File: config.mk
export PLATFORM = sky130hd
export DESIGN_NAME = clipped_blit_pixel_convert
export DESIGN_NICKNAME = d
export VERILOG_FILES = /design/src/rtl/core/cbp_pkg.sv /design/src/rtl/core/cbp_front.sv /design/src/rtl/core/cbp_queue.sv /design/src/rtl/core/cbp_back.sv /design/src/rtl/core/clipped_blit_pixel_convert.sv
export SDC_FILE = /design/constraint.sdc
export NUM_CORES = 1
export LEC_CHECK = 0
export ABC_AREA = 1
export BUFFER_PORTS_ARGS = -buffer_cell sky130_fd_sc_hd__clkbuf_2
export CAP_MARGIN = 10
export CORE_ASPECT_RATIO = 2
export CORE_MARGIN = 10
export CORE_UTILIZATION = 64
export CTS_CLUSTER_SIZE = 24
export DETAILED_ROUTE_END_ITERATION = 10
export GPL_TIMING_DRIVEN = 0
export HOLD_SLACK_MARGIN = 0.03
export PLACE_DENSITY = 0.81
export RECOVER_POWER = 50
export REMOVE_ABC_BUFFERS = 1
export SETUP_SLACK_MARGIN = 0.3
export SLEW_MARGIN = 0
export SYNTH_ARGS = -nofsm -noshare
export SYNTH_HDL_FRONTEND = slang
export SYNTH_HIERARCHICAL = 1
export SYNTH_SLANG_ARGS = --single-unit
export TNS_END_PERCENT = 10
File: constraint.sdc
create_clock -name clk -period 7.7 [get_ports clk]
set_input_delay 0.77 -clock clk [delete_from_list [all_inputs] [get_ports clk]]
set_output_delay 0.77 -clock clk [all_outputs]
set_load 0.005 [all_outputs]
File: src/rtl/core/cbp_pkg.sv
// Shared types and constants for the clipped blit pixel converter.
// Used by every module under rtl/core; depends on nothing else.
`default_nettype none

package cbp_pkg;

	localparam int CFG_DATA_W = 11;
	localparam int CFG_IDX_W  = 3;

	localparam logic [CFG_IDX_W-1:0] REG_DEST_X     = 3'd0;
	localparam logic [CFG_IDX_W-1:0] REG_DEST_Y     = 3'd1;
	localparam logic [CFG_IDX_W-1:0] REG_SRC_X      = 3'd2;
	localparam logic [CFG_IDX_W-1:0] REG_SRC_Y      = 3'd3;
	localparam logic [CFG_IDX_W-1:0] REG_PART_W     = 3'd4;
	localparam logic [CFG_IDX_W-1:0] REG_PART_H     = 3'd5;
	localparam logic [CFG_IDX_W-1:0] REG_SRC_STRIDE = 3'd6;
	localparam logic [CFG_IDX_W-1:0] REG_OUT_FORMAT = 3'd7;

	localparam logic CMD_START = 1'b0;
	localparam logic CMD_PIXEL = 1'b1;

	localparam logic KIND_START = 1'b0;
	localparam logic KIND_PIXEL = 1'b1;

	localparam logic FMT_RGB565_SWAP = 1'b0;
	localparam logic FMT_RGB332      = 1'b1;

	localparam int QDEPTH = 4;
	localparam int QPTR_W = $clog2(QDEPTH);
	localparam int QCNT_W = $clog2(QDEPTH + 1);

	typedef struct packed {
		logic signed [10:0] dest_x;
		logic signed [10:0] dest_y;
		logic [9:0]         src_x;
		logic [9:0]         src_y;
		logic [10:0]        part_w;
		logic [10:0]        part_h;
		logic [10:0]        src_stride;
		logic               out_format;
	} cfg_t;

	localparam cfg_t CFG_RESET = '{
		dest_x:     11'sd0,
		dest_y:     11'sd0,
		src_x:      10'd0,
		src_y:      10'd0,
		part_w:     11'd0,
		part_h:     11'd0,
		src_stride: 11'd1,
		out_format: FMT_RGB565_SWAP
	};

	typedef enum logic {
		OP_START = 1'b0,
		OP_PIXEL = 1'b1
	} op_kind_t;

	typedef struct packed {
		op_kind_t    op;
		logic        empty;
		logic        row_end;
		logic        last;
		logic [10:0] c0;
		logic [20:0] src_mul;
		logic [16:0] dest_mul;
		logic [15:0] pixel;
	} op_t;

	function automatic logic [15:0] convert_pixel(input logic [15:0] p, input logic fmt);
		logic [15:0] res;
		if (fmt == FMT_RGB332) begin
			res = {8'h00, p[15:13], p[10:8], p[4:3]};
		end else begin
			res = {p[7:0], p[15:8]};
		end
		return res;
	endfunction

endpackage

`default_nettype wire

File: src/rtl/core/cbp_front.sv
// Front part: accepts commands, clips the part at start, tracks the visible
// window and forms the row products. Depends on cbp_pkg; feeds cbp_queue.
`default_nettype none

module cbp_front #(
	parameter int SCREEN_WIDTH  = 320,
	parameter int SCREEN_HEIGHT = 240
) (
	input  wire              clk,
	input  wire              arst_n,
	input  cbp_pkg::cfg_t    cfg,
	input  wire              in_valid,
	output logic             in_stall,
	input  wire              command,
	input  wire [15:0]       pixel,
	input  wire              q_full,
	output logic             q_push,
	output cbp_pkg::op_t     q_data
);

	localparam logic signed [12:0] SW13 = 13'(SCREEN_WIDTH);
	localparam logic signed [12:0] SH13 = 13'(SCREEN_HEIGHT);
	localparam logic [16:0]        SW17 = 17'(SCREEN_WIDTH);

	logic        active_q;
	logic [10:0] first_col_q;
	logic [10:0] end_col_q;
	logic [10:0] end_row_q;
	logic [10:0] cur_col_q;
	logic [10:0] cur_row_q;

	logic               accept;
	logic signed [12:0] dx, dy, w, h;
	logic signed [12:0] c0, c1, r0, r1;
	logic               empty;
	logic [11:0]        col_inc, row_inc;
	logic               row_end, last;
	logic [10:0]        row_sel, col_sel;
	logic [11:0]        sy12;
	logic [20:0]        smul;
	logic [16:0]        dy17, dmul;

	assign in_stall = q_full;
	assign accept   = in_valid && !in_stall;

	always_comb begin
		dx = {{2{cfg.dest_x[10]}}, cfg.dest_x};
		dy = {{2{cfg.dest_y[10]}}, cfg.dest_y};
		w  = {2'b00, cfg.part_w};
		h  = {2'b00, cfg.part_h};
		c0 = (dx < 0) ? -dx : 13'sd0;
		c1 = (dx + w > SW13) ? SW13 - dx : w;
		r0 = (dy < 0) ? -dy : 13'sd0;
		r1 = (dy + h > SH13) ? SH13 - dy : h;
		empty = (c0 >= c1) || (r0 >= r1);

		col_inc = {1'b0, cur_col_q} + 12'd1;
		row_inc = {1'b0, cur_row_q} + 12'd1;
		row_end = col_inc >= {1'b0, end_col_q};
		last    = row_end && (row_inc >= {1'b0, end_row_q});

		row_sel = (command == cbp_pkg::CMD_START) ? r0[10:0] : row_inc[10:0];
		col_sel = (command == cbp_pkg::CMD_START) ? c0[10:0] : first_col_q;
		sy12    = {2'b00, cfg.src_y} + {1'b0, row_sel};
		smul    = 21'(sy12) * 21'(cfg.src_stride);
		dy17    = {{6{cfg.dest_y[10]}}, cfg.dest_y} + {6'b0, row_sel};
		dmul    = dy17 * SW17;
	end

	always_comb begin
		q_data.op       = (command == cbp_pkg::CMD_START) ? cbp_pkg::OP_START
			: cbp_pkg::OP_PIXEL;
		q_data.empty    = empty;
		q_data.row_end  = row_end;
		q_data.last     = last;
		q_data.c0       = col_sel;
		q_data.src_mul  = smul;
		q_data.dest_mul = dmul;
		q_data.pixel    = pixel;
		q_push = accept && ((command == cbp_pkg::CMD_START) || active_q);
	end

	always_ff @(posedge clk or negedge arst_n) begin
		if (!arst_n) begin
			active_q    <= 1'b0;
			first_col_q <= '0;
			end_col_q   <= '0;
			end_row_q   <= '0;
			cur_col_q   <= '0;
			cur_row_q   <= '0;
		end else if (accept) begin
			if (command == cbp_pkg::CMD_START) begin
				active_q    <= !empty;
				first_col_q <= c0[10:0];
				cur_col_q   <= c0[10:0];
				end_col_q   <= c1[10:0];
				cur_row_q   <= r0[10:0];
				end_row_q   <= r1[10:0];
			end else if (active_q) begin
				if (row_end) begin
					cur_col_q <= first_col_q;
					cur_row_q <= row_inc[10:0];
					if (last) begin
						active_q <= 1'b0;
					end
				end else begin
					cur_col_q <= col_inc[10:0];
				end
			end
		end
	end

endmodule

`default_nettype wire

File: src/rtl/core/cbp_queue.sv
// Short operation queue between the front and back parts.
// Depends on cbp_pkg for the operation type and depth.
`default_nettype none

module cbp_queue (
	input  wire           clk,
	input  wire           arst_n,
	input  wire           push,
	input  cbp_pkg::op_t  push_data,
	input  wire           pop,
	output logic          head_valid,
	output cbp_pkg::op_t  head_data,
	output logic          full
);

	cbp_pkg::op_t                   entry_q [cbp_pkg::QDEPTH];
	logic [cbp_pkg::QPTR_W-1:0]     wr_ptr_q;
	logic [cbp_pkg::QPTR_W-1:0]     rd_ptr_q;
	logic [cbp_pkg::QCNT_W-1:0]     count_q;
	logic                           do_push, do_pop;

	assign full       = count_q == cbp_pkg::QCNT_W'(cbp_pkg::QDEPTH);
	assign head_valid = count_q != '0;
	assign head_data  = entry_q[rd_ptr_q];
	assign do_push    = push && !full;
	assign do_pop     = pop && head_valid;

	always_ff @(posedge clk) begin
		if (do_push) begin
			entry_q[wr_ptr_q] <= push_data;
		end
	end

	always_ff @(posedge clk or negedge arst_n) begin
		if (!arst_n) begin
			wr_ptr_q <= '0;
			rd_ptr_q <= '0;
			count_q  <= '0;
		end else begin
			if (do_push) begin
				wr_ptr_q <= wr_ptr_q + 1'b1;
			end
			if (do_pop) begin
				rd_ptr_q <= rd_ptr_q + 1'b1;
			end
			if (do_push && !do_pop) begin
				count_q <= count_q + 1'b1;
			end else if (!do_push && do_pop) begin
				count_q <= count_q - 1'b1;
			end
		end
	end

endmodule

`default_nettype wire

File: src/rtl/core/cbp_back.sv
// Back part: computes source and frame-buffer addresses, converts pixels
// and holds the output register. Depends on cbp_pkg.
`default_nettype none

module cbp_back (
	input  wire              clk,
	input  wire              arst_n,
	input  cbp_pkg::cfg_t    cfg,
	input  wire              q_valid,
	input  cbp_pkg::op_t     q_data,
	output logic             q_pop,
	output logic             out_valid,
	input  wire              out_stall,
	output logic             kind,
	output logic             nothing_visible,
	output logic [21:0]      src_offset,
	output logic [16:0]      dest_index,
	output logic [15:0]      dest_data,
	output logic             last
);

	logic [21:0] next_src_q;
	logic [16:0] next_dest_q;

	logic        out_valid_q, kind_q, nv_q, last_q;
	logic [21:0] src_q;
	logic [16:0] dest_q;
	logic [15:0] data_q;

	logic        can_adv;
	logic [20:0] row_sum;
	logic [21:0] row_src;
	logic [16:0] row_dest;

	assign can_adv = !out_valid_q || !out_stall;
	assign q_pop   = q_valid && can_adv;

	always_comb begin
		row_sum  = q_data.src_mul + {11'b0, cfg.src_x} + {10'b0, q_data.c0};
		row_src  = {row_sum, 1'b0};
		row_dest = q_data.dest_mul + {{6{cfg.dest_x[10]}}, cfg.dest_x} + {6'b0, q_data.c0};
	end

	always_ff @(posedge clk or negedge arst_n) begin
		if (!arst_n) begin
			out_valid_q <= 1'b0;
		end else if (can_adv) begin
			out_valid_q <= q_valid;
		end
	end

	always_ff @(posedge clk) begin
		if (q_pop) begin
			unique case (q_data.op)
				cbp_pkg::OP_START: begin
					kind_q <= cbp_pkg::KIND_START;
					dest_q <= '0;
					data_q <= '0;
					if (q_data.empty) begin
						nv_q   <= 1'b1;
						last_q <= 1'b1;
						src_q  <= '0;
					end else begin
						nv_q        <= 1'b0;
						last_q      <= 1'b0;
						src_q       <= row_src;
						next_src_q  <= row_src;
						next_dest_q <= row_dest;
					end
				end
				cbp_pkg::OP_PIXEL: begin
					kind_q <= cbp_pkg::KIND_PIXEL;
					nv_q   <= 1'b0;
					last_q <= q_data.last;
					dest_q <= next_dest_q;
					data_q <= cbp_pkg::convert_pixel(q_data.pixel, cfg.out_format);
					if (q_data.last) begin
						src_q <= '0;
					end else if (q_data.row_end) begin
						src_q       <= row_src;
						next_src_q  <= row_src;
						next_dest_q <= row_dest;
					end else begin
						src_q       <= next_src_q + 22'd2;
						next_src_q  <= next_src_q + 22'd2;
						next_dest_q <= next_dest_q + 17'd1;
					end
				end
			endcase
		end
	end

	assign out_valid       = out_valid_q;
	assign kind            = kind_q;
	assign nothing_visible = nv_q;
	assign src_offset      = src_q;
	assign dest_index      = dest_q;
	assign dest_data       = data_q;
	assign last            = last_q;

endmodule

`default_nettype wire

File: src/rtl/core/clipped_blit_pixel_convert.sv
// Clipped 2D blit front end with RGB565 to frame-buffer pixel conversion.
// Each start answer and each pixel result passes through one queue stage,
// then the output register.
// Throughput: one transaction per cycle while the queue is not full; the four-entry
// queue and the output register absorb output stalls before the input stalls.
// Reset (arst_n low, asynchronous): idle, queue empty, output not valid, configuration at its defaults.
`default_nettype none

module clipped_blit_pixel_convert #(
	parameter int SCREEN_WIDTH  = 320,
	parameter int SCREEN_HEIGHT = 240
) (
	input  wire                             clk,
	input  wire                             arst_n,
	input  wire                             cfg_we,
	input  wire [cbp_pkg::CFG_IDX_W-1:0]    cfg_index,
	input  wire [cbp_pkg::CFG_DATA_W-1:0]   cfg_data,
	input  wire                             in_valid,
	output logic                            in_stall,
	input  wire                             command,
	input  wire [15:0]                      pixel,
	output logic                            out_valid,
	input  wire                             out_stall,
	output logic                            kind,
	output logic                            nothing_visible,
	output logic [21:0]                     src_offset,
	output logic [16:0]                     dest_index,
	output logic [15:0]                     dest_data,
	output logic                            last
);

	cbp_pkg::cfg_t cfg_q;
	cbp_pkg::op_t  push_data, head_data;
	logic          q_push, q_pop, q_full, q_valid;

	always_ff @(posedge clk or negedge arst_n) begin
		if (!arst_n) begin
			cfg_q <= cbp_pkg::CFG_RESET;
		end else if (cfg_we) begin
			unique case (cfg_index)
				cbp_pkg::REG_DEST_X:     cfg_q.dest_x     <= $signed(cfg_data);
				cbp_pkg::REG_DEST_Y:     cfg_q.dest_y     <= $signed(cfg_data);
				cbp_pkg::REG_SRC_X:      cfg_q.src_x      <= cfg_data[9:0];
				cbp_pkg::REG_SRC_Y:      cfg_q.src_y      <= cfg_data[9:0];
				cbp_pkg::REG_PART_W:     cfg_q.part_w     <= cfg_data;
				cbp_pkg::REG_PART_H:     cfg_q.part_h     <= cfg_data;
				cbp_pkg::REG_SRC_STRIDE: cfg_q.src_stride <= cfg_data;
				cbp_pkg::REG_OUT_FORMAT: cfg_q.out_format <= cfg_data[0];
			endcase
		end
	end

	cbp_front #(
		.SCREEN_WIDTH  (SCREEN_WIDTH),
		.SCREEN_HEIGHT (SCREEN_HEIGHT)
	) u_front (
		.clk      (clk),
		.arst_n   (arst_n),
		.cfg      (cfg_q),
		.in_valid (in_valid),
		.in_stall (in_stall),
		.command  (command),
		.pixel    (pixel),
		.q_full   (q_full),
		.q_push   (q_push),
		.q_data   (push_data)
	);

	cbp_queue u_queue (
		.clk        (clk),
		.arst_n     (arst_n),
		.push       (q_push),
		.push_data  (push_data),
		.pop        (q_pop),
		.head_valid (q_valid),
		.head_data  (head_data),
		.full       (q_full)
	);

	cbp_back u_back (
		.clk             (clk),
		.arst_n          (arst_n),
		.cfg             (cfg_q),
		.q_valid         (q_valid),
		.q_data          (head_data),
		.q_pop           (q_pop),
		.out_valid       (out_valid),
		.out_stall       (out_stall),
		.kind            (kind),
		.nothing_visible (nothing_visible),
		.src_offset      (src_offset),
		.dest_index      (dest_index),
		.dest_data       (dest_data),
		.last            (last)
	);

endmodule

`default_nettype wire

==> impl_metrics.env <==
export IMPL_wirelength_um=87050
export IMPL_yosysUniqueCellTypes=62
export IMPL_dieArea_um2=64060
export IMPL_drc=0
export IMPL_arrival_ns=7.59
export IMPL_crit_path_start_kind="primary input"
export IMPL_failed_checks="max-capacitance violations, max-slew violations"
export IMPL_clkLatencyLatePin_ns=0.60
export IMPL_die_height_um=348.1
export IMPL_viasPerCell=5.734
export IMPL_cts_tree="done"
export IMPL_syn_inst=3966
export IMPL_critical_path_class="primary input to flip-flop"
export IMPL_relSlewSlack=-1.565
export IMPL_pre_cts_slack_ns=-2.017
export IMPL_final_core_util=0.7017
export IMPL_synth_edf_count=373
export IMPL_io_pins=96
export IMPL_grt_max_degree=207
export IMPL_holdBufCountCts=0
export IMPL_path_max_fanout=39
export IMPL_drv_slew=260
export IMPL_grt_pass1_wl_um=137400
export IMPL_hold_viol=0
export IMPL_floorplan_die_width_um=184.0
export IMPL_cts_sinks=513
export IMPL_drive_above_1_share=0.08778
export IMPL_cts_root_buf="clkbuf_16"
export IMPL_finalCriticalPeriod_ns=7.215
export IMPL_vias=27170
export IMPL_antennaDiodeCount=0
export IMPL_endpoint_kind="flip-flop"
export IMPL_timing_rr_end="u_queue/entry_q[2][51]$_DFFE_PP_"
export IMPL_fin_hold_ws_ns=0.4246
export IMPL_rr_worst_depth=35
export IMPL_post_drt_wl_per_cell_um=18.37
export IMPL_grt_pass1_vias=27720
export IMPL_fin_skew_ns=0.02552
export IMPL_start_util=0.6444
export IMPL_num_nets_final=4390
export IMPL_ys_warn_count=6
export IMPL_track_usage=0.2701
export IMPL_row_count=120
export IMPL_dr_pass1_iters=6
export IMPL_syn_area_per_cell_um2=8.684
export IMPL_initialDrtViolationCount=1889
export IMPL_r2r_setup_slack_ns=0.53
export IMPL_startpoint="command"
export IMPL_synth_top_area_cell="edfxtp_1"
export IMPL_ys_ff_latch=513
export IMPL_setup_viol_count_final=0
export IMPL_worst_pin_slew_ns=3.848
export IMPL_cp_required_ns=8.08
export IMPL_core_area_um2=53450
export IMPL_synth_area_um2=34440
export IMPL_ant_nets=0
export IMPL_gp_congestion=0.9827
export IMPL_cts_buffers=45
export IMPL_r2r_start="cfg_q[56]$_DFFE_PN0P_"
export IMPL_synth_top_cells_by_area="edfxtp_1 (33%), nand2_1 (13%), dfrtp_1 (10%), ha_1 (7.5%), inv_1 (7.0%)"
export IMPL_clkTransAtPathRegs_ns=0.06
export IMPL_grt_setup_unrepaired="true"
export IMPL_cts_buffer_depth=3
export IMPL_slowest_delay_ns=0.54
export IMPL_fmax_mhz=138.6
export IMPL_setup_ws_ns=0.4848
export IMPL_ys_seq_area_frac=0.4270
export IMPL_finalCritPeriodShare=0.9370
export IMPL_area_delta_synth_final_pct=8.904
export IMPL_yosysTopAreaCellShare=0.3252
export IMPL_holdCritStartpoint="out_stall"
export IMPL_dp_hpwl_um=63430
export IMPL_min_path_type="primary input to flip-flop"
export IMPL_numPortBuffers=95
export IMPL_synthFlopType="edfxtp_1"
export IMPL_run_status="finished, violations left"
export IMPL_maxCapViolCount=7
export IMPL_cp_slowest_cell="fa_1"
export IMPL_crit_path_end="u_queue/entry_q[2][48]$_DFFE_PP_"
export IMPL_htreeDepth=2
export IMPL_antenna_found_initial=0
export IMPL_synth_async_sr_flop_share=0.2729
export IMPL_overflow=0
layout make-up:
cell class / count / area, um^2
clock buffer: 64 / 1275
clock inverter: 20 / 284.0
fill: 4053 / 15940
inverter: 652 / 2470
multi-input combinational: 2670 / 16920
sequential: 513 / 14710
tap: 671 / 839.6
timing repair buffer: 147 / 997.2
timing repair inverter: 1 / 5.005
cell families (layout without fill, tap and decap cells):
group,after synthesis,in the layout,share of synthesized area
XOR/XNOR,103,103,0.02641
buffers and inverters,792,884,0.09707
flip-flops,513,513,0.4270
multiplexers,1,1,0.0002906
adder cells (fa/ha/maj),324,324,0.1432
AND/OR/NAND/NOR,1786,1786,0.2175
AO/OA/AOI/OAI,446,446,0.08842
other,1,10,0.0001089
cell usage after synthesis (26+ instances only):
cell type,n
o211ai_1,80
ha_1,207
edfxtp_1,373
o211ai_2,62
a21oi_1,129
buf_6,26
buf_4,31
xor2_1,68
xnor2_1,34
nor3_1,28
nand4_1,53
nand2_1,1169
o21ai_0,108
buf_2,43
nand3_1,242
fa_1,117
clkbuf_1,33
inv_1,639
dfrtp_1,139
nor2_1,228
per-layer routing:
| metal | share of wire | vias up | global-route usage |
|---|---|---|---|
| met4 | 0.079 | 0 | 0.1976 |
| met5 | 0 | - | 0 |
| met2 | 0.52 | 983 | 0.4984 |
| met3 | 0.049 | 342 | 0.03674 |
| met1 | 0.35 | 12880 | 0.2683 |
| li1 | - | 12970 | - |
worst max-delay path: cells and delay by family:
kind | cells | cell delay (ns)
buffers and inverters | 9 | 1.46
and+or+nand+nor | 1 | 0.09
AOI/OAI and AO/OA | 10 | 1.73
xor gates and xnor gates | 2 | 0.43
adders and majority gates | 7 | 3.09
through the flow:
stage / TNS, ns / std cells / cell area, um^2
2_1_floorplan: 0 / 3835 / 33580
3_3_place_gp: -904.08 / 4601 / 34900
3_5_place_dp: -79.92 / 4620 / 35350
4_1_cts: 0 / 4723 / 37260
5_1_grt: 0 / 4738 / 37510
6_report: 0 / 4738 / 37510
placed cells by master, fill, tap and decap left out, types with 32 or more instances in the layout:
cell type,netlist,layout
inv_1,639,634
nand2_1,1169,1159
o211ai_2,62,61
clkbuf_1,33,86
clkbuf_16,0,45
edfxtp_1,373,373
dfrtp_1,139,134
buf_4,31,32
nor2_1,228,216
a21oi_1,129,117
nand4_1,53,53
nand3_1,242,238
xnor2_1,34,33
ha_1,207,191
xor2_1,68,62
fa_1,117,116
o21ai_0,108,99
o211ai_1,80,81
sequential cells by signal, indices dropped and copies added (netlist names):
register / flops
u_back/next_dest_q: 17
cfg_q: 76
u_front/active_q: 1
u_back/dest_data: 16
u_back/kind: 1
u_front/first_col_q: 11
u_queue/entry_q: 276
u_front/cur_col_q: 11
u_front/end_col_q: 11
u_front/cur_row_q: 11
u_front/end_row_q: 11
u_back/next_src_q: 22
u_queue/wr_ptr_q: 2
u_back/dest_index: 17
u_queue/rd_ptr_q: 2
u_back/nothing_visible: 1
u_back/out_valid: 1
u_back/src_offset: 22
u_queue/count_q: 3
u_back/last: 1
worst min path at each step:
stage	to	cells past startpoint	slack, ns
2_1_floorplan	cfg_q[45]$_DFFE_PN0P_	2	0.44
3_3_place_gp	u_front/end_col_q[6]$_DFFE_PN0P_	2	0.46
3_5_place_dp	u_front/end_row_q[3]$_DFFE_PN0P_	2	0.47
4_1_cts	cfg_q[19]$_DFFE_PN0P_	1	0.19
5_1_grt	u_queue/entry_q[0][14]$_DFFE_PP_	1	0.43
6_report	u_back/out_valid$_DFFE_PN0N_	3	0.42
what timing repair did:
action	CTS	global route
endpoints found under the hold margin	0	0
gates cloned	1	0
pin swaps	12	37
buffers inserted	18	14
resized for setup	54	66
setup endpoints to repair	56	40
Power is left out: the tool's default activity adds up to more than one toggle a clock period on the data nets, which glitch-free logic cannot reach.
